[src/hdl/assert_macros.svh]
// ----------------------------------------------------------------------------
// Assertion macros
// Shared concurrent assertion forms for the spectrum peak class folder.
// ----------------------------------------------------------------------------
`ifndef ASSERT_MACROS_SVH
`define ASSERT_MACROS_SVH

`ifndef SYNTH

// cond must never hold
`define ASSERT_NEVER(name, clk, rst, cond) \
   name: assert property (@(posedge clk) disable iff (rst) !(cond)) \
      else $error("assertion failed");

// ante implies cons in the next cycle
`define ASSERT_NEXT(name, clk, rst, ante, cons) \
   name: assert property (@(posedge clk) disable iff (rst) (ante) |=> (cons)) \
      else $error("assertion failed");

`else

`define ASSERT_NEVER(name, clk, rst, cond)
`define ASSERT_NEXT(name, clk, rst, ante, cons)

`endif

`endif

[src/hdl/spcf_pkg.sv]
// ----------------------------------------------------------------------------
// spcf_pkg
// Types and constants shared by the spectrum peak class folder modules.
// ----------------------------------------------------------------------------
package spcf_pkg;

   localparam int MAG_W       = 32;
   localparam int TAG_W       = 12;
   localparam int GAIN_W      = 16;
   localparam int IDX_W       = 8;
   localparam int CLS_IDX_W   = 6;
   localparam int REQ_DATA_W  = 48;
   localparam int RSP_DATA_W  = 56;
   localparam int RSP_PAD_W   = RSP_DATA_W - IDX_W - MAG_W - TAG_W;

   localparam int RSP_QUEUE_DEPTH = 4;
   localparam int RSP_PTR_W       = $clog2(RSP_QUEUE_DEPTH);
   localparam int RSP_COUNT_W     = $clog2(RSP_QUEUE_DEPTH + 1);

   typedef enum logic {
      KIND_BIN,
      KIND_CLASS
   } kind_type;

   typedef struct packed {
      kind_type           kind;
      logic [IDX_W-1:0]   index;
      logic [MAG_W-1:0]   level;
      logic [TAG_W-1:0]   peak_tag;
      logic               last;
   } result_type;

   typedef struct packed {
      logic                 valid;
      logic [CLS_IDX_W-1:0] cls;
      logic [MAG_W-1:0]     level;
      logic [TAG_W-1:0]     tag;
   } judge_type;

   typedef struct packed {
      logic active;
      logic pending;
   } dump_status_type;

endpackage

[src/hdl/spcf_class_table.sv]
// ----------------------------------------------------------------------------
// spcf_class_table
// Class peak memory: read-modify-write of peak candidates and the frame-end
// dump of all classes, with per-class valid bits that clear after the dump.
// ----------------------------------------------------------------------------
`include "assert_macros.svh"

module spcf_class_table #(
   parameter int CLASSES = 12
) (
   input  logic                      clock,
   input  logic                      reset,
   input  spcf_pkg::judge_type       judge,
   input  logic                      dump_go,
   input  logic                      dump_credit,
   output spcf_pkg::dump_status_type dump_status,
   output logic                      dump_valid,
   output spcf_pkg::result_type      dump_entry
);
   import spcf_pkg::*;

   localparam int CW = (CLASSES > 1) ? $clog2(CLASSES) : 1;
   localparam logic [CW-1:0] LAST_CLASS = CW'(CLASSES - 1);

   typedef struct packed {
      logic [MAG_W-1:0] level;
      logic [TAG_W-1:0] tag;
   } entry_type;

   entry_type        table_mem [CLASSES];
   entry_type        rd_ff;

   logic [CLASSES-1:0] valid_ff, valid_in;
   logic             jv_ff, jv_in;
   logic [CW-1:0]    jcls_ff;
   logic [MAG_W-1:0] jlevel_ff;
   logic [TAG_W-1:0] jtag_ff;
   logic             wv_ff, wv_in;
   logic [CW-1:0]    wcls_ff;
   entry_type        wdata_ff;
   logic             dact_ff, dact_in;
   logic [CW-1:0]    dcnt_ff, dcnt_in;
   logic             dv_ff, dv_in;
   logic [CW-1:0]    dcls_ff;
   logic             dlast_ff;
   logic             dok_ff;

   logic             issue;
   logic [CW-1:0]    rd_addr;
   logic             rd_en;
   entry_type        cur;
   logic             wen;
   entry_type        wdata;

   assign issue   = dact_ff && dump_credit;
   assign rd_addr = issue ? dcnt_ff : judge.cls[CW-1:0];
   assign rd_en   = issue || judge.valid;

   // forward the write made on the same edge as the read
   always_comb begin
      if (wv_ff && (wcls_ff == jcls_ff)) begin
         cur = wdata_ff;
      end else if (valid_ff[jcls_ff]) begin
         cur = rd_ff;
      end else begin
         cur = '0;
      end
   end

   assign wen   = jv_ff && (jlevel_ff >= cur.level);
   assign wdata = '{level: jlevel_ff, tag: jtag_ff};

   always_ff @(posedge clock) begin
      if (rd_en) begin
         rd_ff <= table_mem[rd_addr];
      end
      if (wen) begin
         table_mem[jcls_ff] <= wdata;
      end
   end

   always_comb begin
      jv_in = judge.valid;
      wv_in = wen;
      dv_in = issue;
   end

   always_comb begin
      valid_in = valid_ff;
      if (dv_ff && dlast_ff) begin
         valid_in = '0;
      end else if (wen) begin
         valid_in[jcls_ff] = 1'b1;
      end
   end

   always_comb begin
      dact_in = dact_ff;
      dcnt_in = dcnt_ff;
      if (dump_go) begin
         dact_in = 1'b1;
         dcnt_in = '0;
      end else if (issue) begin
         if (dcnt_ff == LAST_CLASS) begin
            dact_in = 1'b0;
            dcnt_in = '0;
         end else begin
            dcnt_in = dcnt_ff + 1'b1;
         end
      end
   end

   always_ff @(posedge clock) begin
      if (reset) begin
         valid_ff <= '0;
         jv_ff    <= 1'b0;
         wv_ff    <= 1'b0;
         dact_ff  <= 1'b0;
         dcnt_ff  <= '0;
         dv_ff    <= 1'b0;
      end else begin
         valid_ff <= valid_in;
         jv_ff    <= jv_in;
         wv_ff    <= wv_in;
         dact_ff  <= dact_in;
         dcnt_ff  <= dcnt_in;
         dv_ff    <= dv_in;
      end
   end

   always_ff @(posedge clock) begin
      jcls_ff   <= judge.cls[CW-1:0];
      jlevel_ff <= judge.level;
      jtag_ff   <= judge.tag;
      wcls_ff   <= jcls_ff;
      wdata_ff  <= wdata;
      if (issue) begin
         dcls_ff  <= dcnt_ff;
         dlast_ff <= (dcnt_ff == LAST_CLASS);
         dok_ff   <= valid_ff[dcnt_ff];
      end
   end

   assign dump_status = '{active: dact_ff, pending: dv_ff};
   assign dump_valid  = dv_ff;

   always_comb begin
      dump_entry.kind     = KIND_CLASS;
      dump_entry.index    = IDX_W'(dcls_ff);
      dump_entry.level    = dok_ff ? rd_ff.level : '0;
      dump_entry.peak_tag = dok_ff ? rd_ff.tag : '0;
      dump_entry.last     = dlast_ff;
   end

   `ASSERT_NEVER(a_judge_during_dump, clock, reset, judge.valid && (dact_ff || dv_ff))
   `ASSERT_NEXT(a_clear_after_dump, clock, reset, dv_ff && dlast_ff, valid_ff == '0)
   `ASSERT_NEVER(a_start_while_dumping, clock, reset, dump_go && (dact_ff || dv_ff))

endmodule

[config.mk]
export PLATFORM = sky130hd
export DESIGN_NAME = spcf_class_table
export DESIGN_NICKNAME = d
export VERILOG_FILES = /design/src/hdl/spcf_pkg.sv /design/src/hdl/spcf_class_table.sv
export VERILOG_INCLUDE_DIRS = /design/src /design/src/hdl
export SDC_FILE = /design/constraint.sdc
export NUM_CORES = 1
export LEC_CHECK = 0
export ABC_AREA = 0
export BUFFER_PORTS_ARGS = -buffer_cell sky130_fd_sc_hd__buf_2
export CAP_MARGIN = 20
export CORE_MARGIN = 8
export CORE_UTILIZATION = 61
export DETAILED_ROUTE_END_ITERATION = 12
export PLACE_DENSITY = 0.83
export SETUP_SLACK_MARGIN = 0.3
export SLEW_MARGIN = 10
export SYNTH_ARGS = -nofsm -noshare
export SYNTH_HDL_FRONTEND = slang
export SYNTH_SLANG_ARGS = --single-unit
[constraint.sdc]
create_clock -name clock -period 8.85 [get_ports clock]
set_input_delay 2.655 -clock clock [delete_from_list [all_inputs] [get_ports clock]]
set_output_delay 2.655 -clock clock [all_outputs]
set_load 0.1 [all_outputs]
==> results.json <==
{
  "status": "finished, final reports clean",
  "rrSetupSlack_ns": 2.58,
  "io_pins": 112,
  "synth_top_flop_cell": "edfxtp_1",
  "hold_class": "reg2reg",
  "maxCapViolations": 0,
  "yosysMostFrequentCell": "edfxtp_1",
  "antenna_cells": 0,
  "cts_resized": 0,
  "synth_area_um2": 26000,
  "hold_buffers": 0,
  "ys_ff_latch": 682,
  "hold_viol": 0,
  "setup_tns_ns": 0,
  "wl_mm": 59.2,
  "avgRoutedWirePerCell_um": 24.6,
  "whs_ns": 0.439,
  "min_to": "wcls_ff[3]$_DFF_P_",
  "synth_edf_count": 578,
  "die_h_um": 223,
  "yosysSeqAreaShare": 0.747,
  "yosys_warnings": 0,
  "period_minus_slack_ns": 6.27,
  "coreArea_um2": 42000,
  "grt_max_degree": 89,
  "routabilityCongestion": 0.767,
  "r2r-end": "table_mem[11][25]$_DFFE_PP_",
  "chipWidth_um": 223,
  "syn_inst": 1727,
  "synth_top_area_cell": "edfxtp_1",
  "grt_use_total": 0.236,
  "max_freq_mhz": 159,
  "route.detailed.drc": 0,
  "r2r.worst_path.cells": 15,
  "vias": 15598,
  "vdd_drop_max_uv": 177,
  "place_hpwl_mm": 29.9,
  "grt_overflow": 0,
  "worstSetupPathType": "reg2reg",
  "finalSetupViolCount": 0,
  "fin_crit_sh": 0.709,
  "worstReg2RegStart": "jcls_ff[0]$_DFF_P_",
  "rsz0062_at_grt": "false",
  "worstPathArrival_ns": 6.51,
  "synth.top_cell.area_share": 0.667,
  "antenna_found_initial": 0,
  "cts_num_sinks": 682,
  "tightestPinTransition_ns": 1.12,
  "synthTopCellsByArea": "edfxtp_1 (67%), dfxtp_1 (8.0%), mux4_2 (4.3%), nand2_1 (4.3%), nand3_1 (1.8%)",
  "instances_no_fill": 2409,
  "cts-root-buf": "clkbuf_16",
  "final_nets": 1907,
  "h-tree-depth": 3,
  "yosys-top-cells-count": "edfxtp_1 (578), nand2_1 (295), dfxtp_1 (104)",
  "cts_setup_buffers": 0,
  "cts_inserted_buffers": 67,
  "grt_pass1_wl_mm": 90.8,
  "critPathRequiredTime_ns": 9.09,
  "drive_gt1_frac": 0.158,
  "leakagePower_nw": 10.0,
  "worstPathMaxFanout": 26,
  "relSlewSlack": 0.251,
  "placedCellCount": 2287,
  "hp-start": "jcls_ff[3]$_DFF_P_",
  "vias_per_cell": 6.47,
  "synth_async_sr_flop_share": 0,
  "clock_path_buffers": 3,
  "worstHoldPathCells": 0,
  "grt_pass1_vias": 16073,
  "end_kind": "flop",
  "areaGrowthSynthToFinish_pct": 11.7,
  "io_buffers": 104,
  "clk_latency_ns": 0.59,
  "cts_tree": "done",
  "drt_iter0_drc": 1819,
  "synth_cell_types": 46,
  "drt_first_pass_iters": 6,
  "drv_slew": 0,
  "path_clk_slew_ns": 0.06,
  "fp.dieArea_um2": 49500,
  "finClkSkew_ns": 0.0193,
  "rows": 75,
  "critPathLaunchType": "flop",
  "initial_core_util": 0.619,
  "syn_avg_cell_area_um2": 15.1,
  "drtAntennaViolNets": 0,
  "power_density_nw_per_um2": 230
}
[logic make-up after synthesis]
logic type | after synthesis | synth area share
buffers and inverters | 117 | 0.0222
other | 2 | 0.000289
multiplexers | 58 | 0.0471
AND/OR/NAND/NOR | 574 | 0.0992
XOR/XNOR | 4 | 0.00135
adder cells (fa/ha/maj) | 33 | 0.0159
flip-flops | 682 | 0.747
AO/OA/AOI/OAI | 257 | 0.0672
[state kept, by name, summed over array words and instances (netlist names), 4 cells and up]
name       flops
wdata_ff      32
wcls_ff        4
jlevel_ff     32
valid_ff      12
dcls_ff        4
table_mem    528
rd_ff         44
dcnt_ff        4
jcls_ff        4
jtag_ff       12
[how the worst max path moves through the flow]
stage,start,to,slack [ns],cells past startpoint
2_1_floorplan,jcls_ff[0]$_DFF_P_,table_mem[8][0]$_DFFE_PP_,2.43,12
4_1_cts,jcls_ff[0]$_DFF_P_,table_mem[10][25]$_DFFE_PP_,2.57,15
5_1_grt,jcls_ff[0]$_DFF_P_,table_mem[11][25]$_DFFE_PP_,2.27,15
6_report,jcls_ff[0]$_DFF_P_,table_mem[11][25]$_DFFE_PP_,2.58,15
3_3_place_gp,jcls_ff[0]$_DFF_P_,table_mem[10][28]$_DFFE_PP_,2.76,15
3_5_place_dp,jcls_ff[0]$_DFF_P_,table_mem[10][29]$_DFFE_PP_,2.61,15
[through the flow]
| step | cell area, µm² | utilization | total power, W | setup WS, ns |
|---|---|---|---|---|
| final | 29100 | 0.692 | 0.00670 | 2.58 |
| after global routing | 29100 | 0.692 | 0.00688 | 2.27 |
| after CTS | 29000 | 0.691 | 0.00672 | 2.57 |
| after floorplan | 26000 | - | 0.00398 | 2.43 |
| after global placement | 27000 | 0.643 | 0.00408 | 2.76 |
| after detailed placement | 27000 | 0.643 | 0.00410 | 2.61 |
[cells in the final DEF, fill, tap and decap left out, types with 19 or more instances in the layout]
cell type / Yosys / layout
a31oi_1: 44 / 44
and2_1: 46 / 45
nor2_1: 64 / 54
nand3_1: 94 / 94
o21ai_0: 19 / 19
dfxtp_1: 104 / 104
mux4_2: 50 / 50
buf_4: 17 / 28
ha_1: 33 / 33
clkbuf_1: 45 / 21
nand2_1: 295 / 294
a22oi_1: 33 / 33
and3_1: 44 / 44
a311oi_1: 44 / 44
buf_2: 47 / 104
a211oi_1: 44 / 44
clkbuf_16: 0 / 70
a21oi_1: 63 / 63
edfxtp_1: 578 / 578
[area by class of cell]
class / count / area (µm²)
Sequential cell: 682 / 19400
Fill cell: 2611 / 13000
Multi-Input combinational cell: 931 / 6140
Clock buffer: 95 / 1890
Timing Repair Buffer: 134 / 771
Tap cell: 539 / 674
Clock inverter: 25 / 151
Inverter: 3 / 11.3
[layer usage]
layer | global-route usage | wire length (µm) | vias to the layer above
met5 | 0 | 0 | -
met1 | 0.307 | 22300 | 7723
li1 | - | - | 6741
met2 | 0.395 | 29300 | 974
met4 | 0.0971 | 1930 | 0
met3 | 0.0403 | 5680 | 160
[power breakdown]
part / internal (W) / switching, W / total, W
sequential: 0.00355 / 0.0000624 / 0.00361
clock: 0.00151 / 0.00114 / 0.00266
combinational: 0.000123 / 0.000305 / 0.000428
[critical path: stages (launching register included)]
cell and delay, ns:
dfxtp_1 0.73, mux4_2 0.35, mux2i_1 0.08, nor2_1 0.12, a21oi_1 0.07, nor2_2 0.59
buf_4 0.43, a22oi_1 0.13, ha_1 0.34, nand4_1 0.15, nor3_1 0.46, or4b_1 0.51
nand3_2 0.21, a31oi_2 0.30, nor2_4 0.95, buf_4 0.48
No activity file was read; power rests on OpenSTA's default activity.
