## src/hdl/assert_macros.svh

```systemverilog
// ----------------------------------------------------------------------------
// Assertion macros
// Shared concurrent assertion forms for the spectrum peak class folder.
// ----------------------------------------------------------------------------
`ifndef ASSERT_MACROS_SVH
`define ASSERT_MACROS_SVH

`ifndef SYNTH

// cond must never hold
`define ASSERT_NEVER(name, clk, rst, cond) \
   name: assert property (@(posedge clk) disable iff (rst) !(cond)) \
      else $error("assertion failed");

// ante implies cons in the next cycle
`define ASSERT_NEXT(name, clk, rst, ante, cons) \
   name: assert property (@(posedge clk) disable iff (rst) (ante) |=> (cons)) \
      else $error("assertion failed");

`else

`define ASSERT_NEVER(name, clk, rst, cond)
`define ASSERT_NEXT(name, clk, rst, ante, cons)

`endif

`endif

```

## src/hdl/spcf_pkg.sv

```systemverilog
// ----------------------------------------------------------------------------
// spcf_pkg
// Types and constants shared by the spectrum peak class folder modules.
// ----------------------------------------------------------------------------
package spcf_pkg;

   localparam int MAG_W       = 32;
   localparam int TAG_W       = 12;
   localparam int GAIN_W      = 16;
   localparam int IDX_W       = 8;
   localparam int CLS_IDX_W   = 6;
   localparam int REQ_DATA_W  = 48;
   localparam int RSP_DATA_W  = 56;
   localparam int RSP_PAD_W   = RSP_DATA_W - IDX_W - MAG_W - TAG_W;

   localparam int RSP_QUEUE_DEPTH = 4;
   localparam int RSP_PTR_W       = $clog2(RSP_QUEUE_DEPTH);
   localparam int RSP_COUNT_W     = $clog2(RSP_QUEUE_DEPTH + 1);

   typedef enum logic {
      KIND_BIN,
      KIND_CLASS
   } kind_type;

   typedef struct packed {
      kind_type           kind;
      logic [IDX_W-1:0]   index;
      logic [MAG_W-1:0]   level;
      logic [TAG_W-1:0]   peak_tag;
      logic               last;
   } result_type;

   typedef struct packed {
      logic                 valid;
      logic [CLS_IDX_W-1:0] cls;
      logic [MAG_W-1:0]     level;
      logic [TAG_W-1:0]     tag;
   } judge_type;

   typedef struct packed {
      logic active;
      logic pending;
   } dump_status_type;

endpackage

```

## src/hdl/spcf_rsp_queue.sv

```systemverilog
// ----------------------------------------------------------------------------
// spcf_rsp_queue
// Small result queue that decouples the pipeline from response back-pressure.
// ----------------------------------------------------------------------------
module spcf_rsp_queue (
   input  logic                               clock,
   input  logic                               reset,
   input  logic                               push_valid,
   input  spcf_pkg::result_type               push_entry,
   input  logic                               pop_ready,
   output logic                               pop_valid,
   output spcf_pkg::result_type               pop_entry,
   output logic [spcf_pkg::RSP_COUNT_W-1:0]   count
);
   import spcf_pkg::*;

   result_type           slot_ff [RSP_QUEUE_DEPTH];
   logic [RSP_PTR_W-1:0] wptr_ff, wptr_in;
   logic [RSP_PTR_W-1:0] rptr_ff, rptr_in;
   logic [RSP_COUNT_W-1:0] count_ff, count_in;
   logic                 pop;

   assign pop_valid = (count_ff != '0);
   assign pop_entry = slot_ff[rptr_ff];
   assign pop       = pop_valid && pop_ready;
   assign count     = count_ff;

   always_comb begin
      wptr_in  = push_valid ? wptr_ff + 1'b1 : wptr_ff;
      rptr_in  = pop ? rptr_ff + 1'b1 : rptr_ff;
      count_in = count_ff;
      if (push_valid && !pop) begin
         count_in = count_ff + 1'b1;
      end else if (!push_valid && pop) begin
         count_in = count_ff - 1'b1;
      end
   end

   always_ff @(posedge clock) begin
      if (reset) begin
         wptr_ff  <= '0;
         rptr_ff  <= '0;
         count_ff <= '0;
      end else begin
         wptr_ff  <= wptr_in;
         rptr_ff  <= rptr_in;
         count_ff <= count_in;
      end
   end

   always_ff @(posedge clock) begin
      if (push_valid) begin
         slot_ff[wptr_ff] <= push_entry;
      end
   end

endmodule

```

## config.mk

```make
export PLATFORM = sky130hd
export DESIGN_NAME = spcf_rsp_queue
export DESIGN_NICKNAME = d
export VERILOG_FILES = /design/src/hdl/assert_macros.svh /design/src/hdl/spcf_pkg.sv /design/src/hdl/spcf_rsp_queue.sv
export SDC_FILE = /design/constraint.sdc
export NUM_CORES = 1
export LEC_CHECK = 0
export BUFFER_PORTS_ARGS = -buffer_cell sky130_fd_sc_hd__buf_2
export CORE_ASPECT_RATIO = 1.25
export CORE_MARGIN = 3
export CORE_UTILIZATION = 50
export DETAILED_ROUTE_END_ITERATION = 16
export PLACE_DENSITY = 0.74
export SLEW_MARGIN = 25
export SYNTH_ARGS = -nofsm -noshare
export SYNTH_HDL_FRONTEND = slang
export SYNTH_SLANG_ARGS = --single-unit
```

## constraint.sdc

```tcl
create_clock -name clock -period 2.7 [get_ports clock]
set_clock_uncertainty 0.1 [all_clocks]
set_input_delay 0.405 -clock clock [delete_from_list [all_inputs] [get_ports clock]]
set_output_delay 0.405 -clock clock [all_outputs]
set_load 0.02 [all_outputs]
```

==> results of run 1 <==
-- cell type report --
| type | count | area [um^2] | area share [%] |
|---|---|---|---|
| multi-input combinational | 84 | 1473 | 14.93 |
| clock inverter | 7 | 66.31 | 0.6724 |
| clock buffer | 32 | 651.9 | 6.610 |
| tap | 216 | 270.3 | 2.740 |
| timing repair buffer | 129 | 718.2 | 7.282 |
| inverter | 3 | 11.26 | 0.1142 |
| sequential | 225 | 6671 | 67.65 |
-- flip-flops by register name, indices dropped and copies added, names as in the netlist, named ones only --
register  count
wptr_ff       2
rptr_ff       2
count         3
slot_ff     216
-- metal layers --
| metal | share of wire [%] | track usage (%) | vias to the layer above | wire length (um) |
|---|---|---|---|---|
| met5 | 0.062 | 0 | - | 9 |
| met4 | 1.2 | 3.868 | 2 | 177 |
| met3 | 5.3 | 3.440 | 19 | 762 |
| met2 | 54 | 28.79 | 97 | 7865 |
| met1 | 39 | 20.94 | 1958 | 5677 |
| li1 | - | - | 1664 | - |
-- worst min-delay path by stage --
| stage | start | end | depth (start not counted) |
|---|---|---|---|
| after floorplan | rptr_ff[1]$_SDFFE_PP0P_ | register | 2 |
| final | push_entry[1] | slot_ff[0][1]$_DFFE_PP_ | 1 |
| after CTS | push_entry[1] | slot_ff[0][1]$_DFFE_PP_ | 1 |
| after detailed placement | rptr_ff[1]$_SDFFE_PP0P_ | register | 2 |
| after global placement | count[2]$_SDFFE_PP0P_ | count[2]$_SDFFE_PP0P_ | 2 |
| after global routing | push_entry[4] | slot_ff[2][4]$_DFFE_PP_ | 1 |
-- cells in the final DEF, fill, tap and decap left out, types with 2 or more instances in the layout --
cell type  instances
mux4_2            50
clkinv_1           2
clkbuf_16         25
dfxtp_1            7
xor2_1             4
inv_1              3
buf_12             3
clkinv_2           2
edfxtp_1         216
mux2i_1            2
ha_1               5
buf_4             11
nor2_1             7
buf_2            115
clkbuf_1           7
mux4_1             4
or3_1              2
and2_2             4
-- cell families after synthesis --
logic type                 count (synthesis)  synth area share, %
buffers and inverters                     16                1.886
and+or+nand+nor                           13               0.7697
DFF                                      225                80.41
adders and majority gates                  6               0.9961
AOI/OAI and AO/OA                          4               0.3169
muxes                                     56                15.09
xor gates and xnor gates                   5               0.5282
-- power by group through the flow --
stage / clock network, mW / logic [mW] / registers (mW)
after floorplan: 0 / 1.65 / 4.18
after global placement: 0 / 2.14 / 4.17
after detailed placement: 0 / 2.16 / 4.20
after CTS: 3.04 / 2.17 / 4.12
after global routing: 3.19 / 2.28 / 4.14
final: 2.96 / 2.12 / 4.12
-- stage by stage --
step / instance area, um^2 / utilization, %
after floorplan: 8290 / -
after global placement: 9144 / 56.44
after detailed placement: 9144 / 56.44
after CTS: 9862 / 60.87
after global routing: 9862 / 60.87
final: 9862 / 60.87
==> flow_summary.yaml, run 1 <==
run_status:
  outcome: "completed"
critical_path:
  path_cells: "buf_4 > mux4_2 > buf_2"
  path_class: "register to output pin"
  cpLargestDelayFamily: "multiplexers"
  cp_max_fo: 14
  max_stage_delay_ns: 0.56
  reg2reg_depth: 7
  ff2ff_setup_slack_ns: 0.44
  cp.arrival_ns: 1.93
  endpoint_kind: "output pin"
  cp.depth: 3
  reg2reg_from: "count[0]$_SDFFE_PP0P_"
  reg2reg_to: "count[2]$_SDFFE_PP0P_"
  slowest_stage: "mux4_2"
  start_kind: "register"
  critPathRequiredTime_ns: 2.19
  crit_buf_inv: 2
  endpoint: "pop_entry[44]"
synth:
  synth_common_cells: "edfxtp_1, mux4_2, dfxtp_1"
  async_flop_share_pct: 0
  synth-seq-cells: 225
  synth-edff-count: 216
  synth_area_leaders: "edfxtp_1, mux4_2, dfxtp_1"
  yosysTopAreaCell: "edfxtp_1"
  syn_avg_cell_area_um2: 25.51
  netlist_instances: 325
  ys.flop_type: "edfxtp_1"
  ys_seq_area_share_pct: 80.41
  syn-cell-area_um2: 8290
  synth_most_common_cell: "edfxtp_1"
  synth_nets: 389
  netlist.area_leader.share_pct: 78.24
  synth_cell_type_count: 22
  yosys_warnings: 0
timing:
  rsz0062_at_grt: "no"
  worst_slack_ns: 0.2607
  slew_viol_final: 0
  finalHoldViolations: 0
  tightest_slew_ns: 0.6090
  period_share_pct: 90.35
  finalSetupTns_ns: 0
  fmax_ghz: 0.4099
  maxSlewHeadroom_pct: 59.40
  fin_hold_ws_ns: 0.02565
  setup_violations: 0
  finalCriticalPeriod_ns: 2.439
drt:
  drc: 0
  routed_wl_um: 14490
  first_iter_violations: 210
  vias_per_cell: 5.374
  firstDrtPassIters: 4
  via_count: 3740
  wl_per_cell_um: 20.82
  ant_nets: 0
cells_and_area:
  drive_gt1_share_pct: 44.79
  syn2layout_area_growth_pct: 18.96
  finalNonFillerCells: 696
  nFillCells: 1152
  insertedDiodeCount: 0
  nNetsFinal: 529
clock_tree:
  clockBufferDepth: 3
  cts_tree: "yes"
  cts_hold_buffers: 0
  post-cts-setup-buffers: 0
  cts_made_buffers: 22
  path_clk_slew_ns: 0.06
  cts_root_buf: "clkbuf_16"
  worstSkewPairLatency_ns: 0.48
  htree_levels: 1
  clock-sinks: 225
  postCtsResizedCells: 0
global_routing:
  grt_pass1_vias: 4008
  gr-total-overflow: 0
  grt_pass1_wl_um: 22540
  track_usage_pct: 16.32
  antenna_found_initial: 1
  grt_start_max_net_pins: 37
run:
  maxCapViolCount: 0
placed_design:
  dp_hpwl_um: 8965
  io_buffers: 115
  dp_slack_ns: 0.4468
  gp_congestion: 0.7243
  dp_cells: 657
floorplan:
  core_area_um2: 16200
  ios: 116
  die_area_um2: 18170
  initial_core_util_pct: 51.17
  die_h_um: 150.0
  rows: 52
  die-width_um: 121.2
power:
  p_leak_nw: 3.370
  p_sw_mw: 2.442
  finalPower_mw: 9.199
  ir_worst_vdd_uv: 623.9
  seq_power_share_pct: 44.8
  power.density_nw_per_um2: 932.8
  switching_share_pct: 26.55
  internal_power_mw: 6.757
  clkPwrFrac_pct: 32.2
  p_comb_share_pct: 23.0
min_path:
  hold_path_class: "primary input to register"
Note: power is estimated with default switching activity, not from simulation.
==> run 2, diff against run 1 <==
--- a/config.mk
+++ b/config.mk
@@ -6,11 +6,14 @@
 export NUM_CORES = 1
 export LEC_CHECK = 0
 export BUFFER_PORTS_ARGS = -buffer_cell sky130_fd_sc_hd__buf_2
+export CELL_PAD_IN_SITES_DETAIL_PLACEMENT = 1
+export CELL_PAD_IN_SITES_GLOBAL_PLACEMENT = 2
 export CORE_ASPECT_RATIO = 1.25
 export CORE_MARGIN = 3
-export CORE_UTILIZATION = 50
+export CORE_UTILIZATION = 45
+export CTS_CLUSTER_DIAMETER = 120
 export DETAILED_ROUTE_END_ITERATION = 16
-export PLACE_DENSITY = 0.74
+export PLACE_DENSITY = 0.78
 export SLEW_MARGIN = 25
 export SYNTH_ARGS = -nofsm -noshare
 export SYNTH_HDL_FRONTEND = slang
==> run 2 against run 1 <==
  * Register-to-register slack got worse by 0.11 ns
  * Via count is 1.4% higher
  * Global-route usage is 0.45 points lower
  * Largest power group unchanged
  * Highest routed layer unchanged
==> flow_summary.yaml, run 2 (synthesis results as in run 1) <==
clock_tree:
  clock-sinks: 225
  cts_root_buf: "clkbuf_16"
  clockBufferDepth: 3
  cts_tree: "yes"
  worstSkewPairLatency_ns: 0.49
  path_clk_slew_ns: 0.06
  postCtsResizedCells: 0
  post-cts-setup-buffers: 0
  cts_hold_buffers: 0
  cts_made_buffers: 23
  htree_levels: 1
floorplan:
  rows: 54
  ios: 116
  die_area_um2: 20100
  die_h_um: 157.8
  initial_core_util_pct: 46.66
  core_area_um2: 17770
  die-width_um: 127.4
power:
  internal_power_mw: 6.671
  switching_share_pct: 27.35
  p_leak_nw: 3.374
  p_sw_mw: 2.512
  p_comb_share_pct: 23.9
  power.density_nw_per_um2: 929.3
  ir_worst_vdd_uv: 662.5
  finalPower_mw: 9.183
  seq_power_share_pct: 45.2
  clkPwrFrac_pct: 31.0
critical_path:
  max_stage_delay_ns: 0.59
  crit_buf_inv: 2
  path_class: "register to output pin"
  cp.arrival_ns: 1.95
  path_cells: "buf_12 > mux4_1 > buf_2"
  critPathRequiredTime_ns: 2.19
  slowest_stage: "mux4_1"
  cp_max_fo: 11
  endpoint_kind: "output pin"
  reg2reg_from: "count[0]$_SDFFE_PP0P_"
  cpLargestDelayFamily: "multiplexers"
  start_kind: "register"
cells_and_area:
  top_register: "slot_ff"
  largest_register_ff_count: 216
  mostFrequentLayoutCell: "edfxtp_1"
  finalNonFillerCells: 709
  syn2layout_area_growth_pct: 19.20
  nNetsFinal: 532
  regArea_um2: 6671
  nFillCells: 1565
  layout_common_cells: "edfxtp_1, buf_2, mux4_2"
  fin_area_um2: 9882
  drive_gt1_share_pct: 44.72
  final_util_pct: 55.61
  multi_input_area_um2: 1473
drt:
  via_count: 3791
  routed_wl_um: 15850
  firstDrtPassIters: 4
  drc: 0
  first_iter_violations: 291
  ant_nets: 0
  vias_per_cell: 5.347
  wl_per_cell_um: 22.35
timing:
  setup_violations: 0
  finalCriticalPeriod_ns: 2.459
  fin_hold_ws_ns: 0.02285
  rsz0062_at_grt: "no"
  tightest_slew_ns: 0.5351
  finalHoldViolations: 0
  maxSlewHeadroom_pct: 64.33
  worst_slack_ns: 0.2408
  slew_viol_final: 0
  finalSetupTns_ns: 0
  period_share_pct: 91.08
  fmax_ghz: 0.4066
global_routing:
  gr-total-overflow: 0
  grt_start_max_net_pins: 35
  track_usage_pct: 15.86
  grt_pass1_vias: 4285
  antenna_found_initial: 3
  grt_pass1_wl_um: 24300
placed_design:
  io_buffers: 115
  dp_hpwl_um: 10010
  gp_congestion: 0.7106
  dp_cells: 666
  dpl-instance-area_um2: 9186
  dp_slack_ns: 0.3694
min_path:
  hold_path_class: "primary input to register"
  holdCritStartpoint: "push_entry[34]"
run:
  maxCapViolCount: 0
run_status:
  outcome: "completed"
[run 2: area by class of cell]
class,count,area share [%]
Sequential cell,225,67.51
Multi-Input combinational cell,84,14.90
Timing Repair Buffer,131,7.749
Clock buffer,24,5.862
Tap cell,224,2.836
Clock inverter,16,0.9749
Inverter,3,0.1140
Antenna cell,2,0.05065
[run 2: power by group through the flow]
stage	registers (mW)	logic (mW)	clock network, mW
after floorplan	4.18	1.65	0
after global placement	4.25	2.14	0
after detailed placement	4.27	2.18	0
after CTS	4.19	2.19	2.93
after global routing	4.17	2.35	3.08
final	4.15	2.19	2.84
[run 2: path summary, 6_finish.rpt]
path	endpoint	slack (ns)	depth (start not counted)
worst max-delay path	pop_entry[53]	0.24	3
worst min-delay path	slot_ff[3][34]$_DFFE_PP_	0.02	1
worst max register to register	count[2]$_SDFFE_PP0P_	0.33	7
worst min register to register	rptr_ff[0]$_SDFFE_PP0P_	0.44	2
[run 2: layer usage]
layer	global-route usage (%)	up-vias	part of all wire, %
li1	-	1668	-
met1	19.15	2004	39
met2	28.86	89	54
met3	2.734	28	4.9
met4	5.468	2	1.9
met5	0	-	0.063
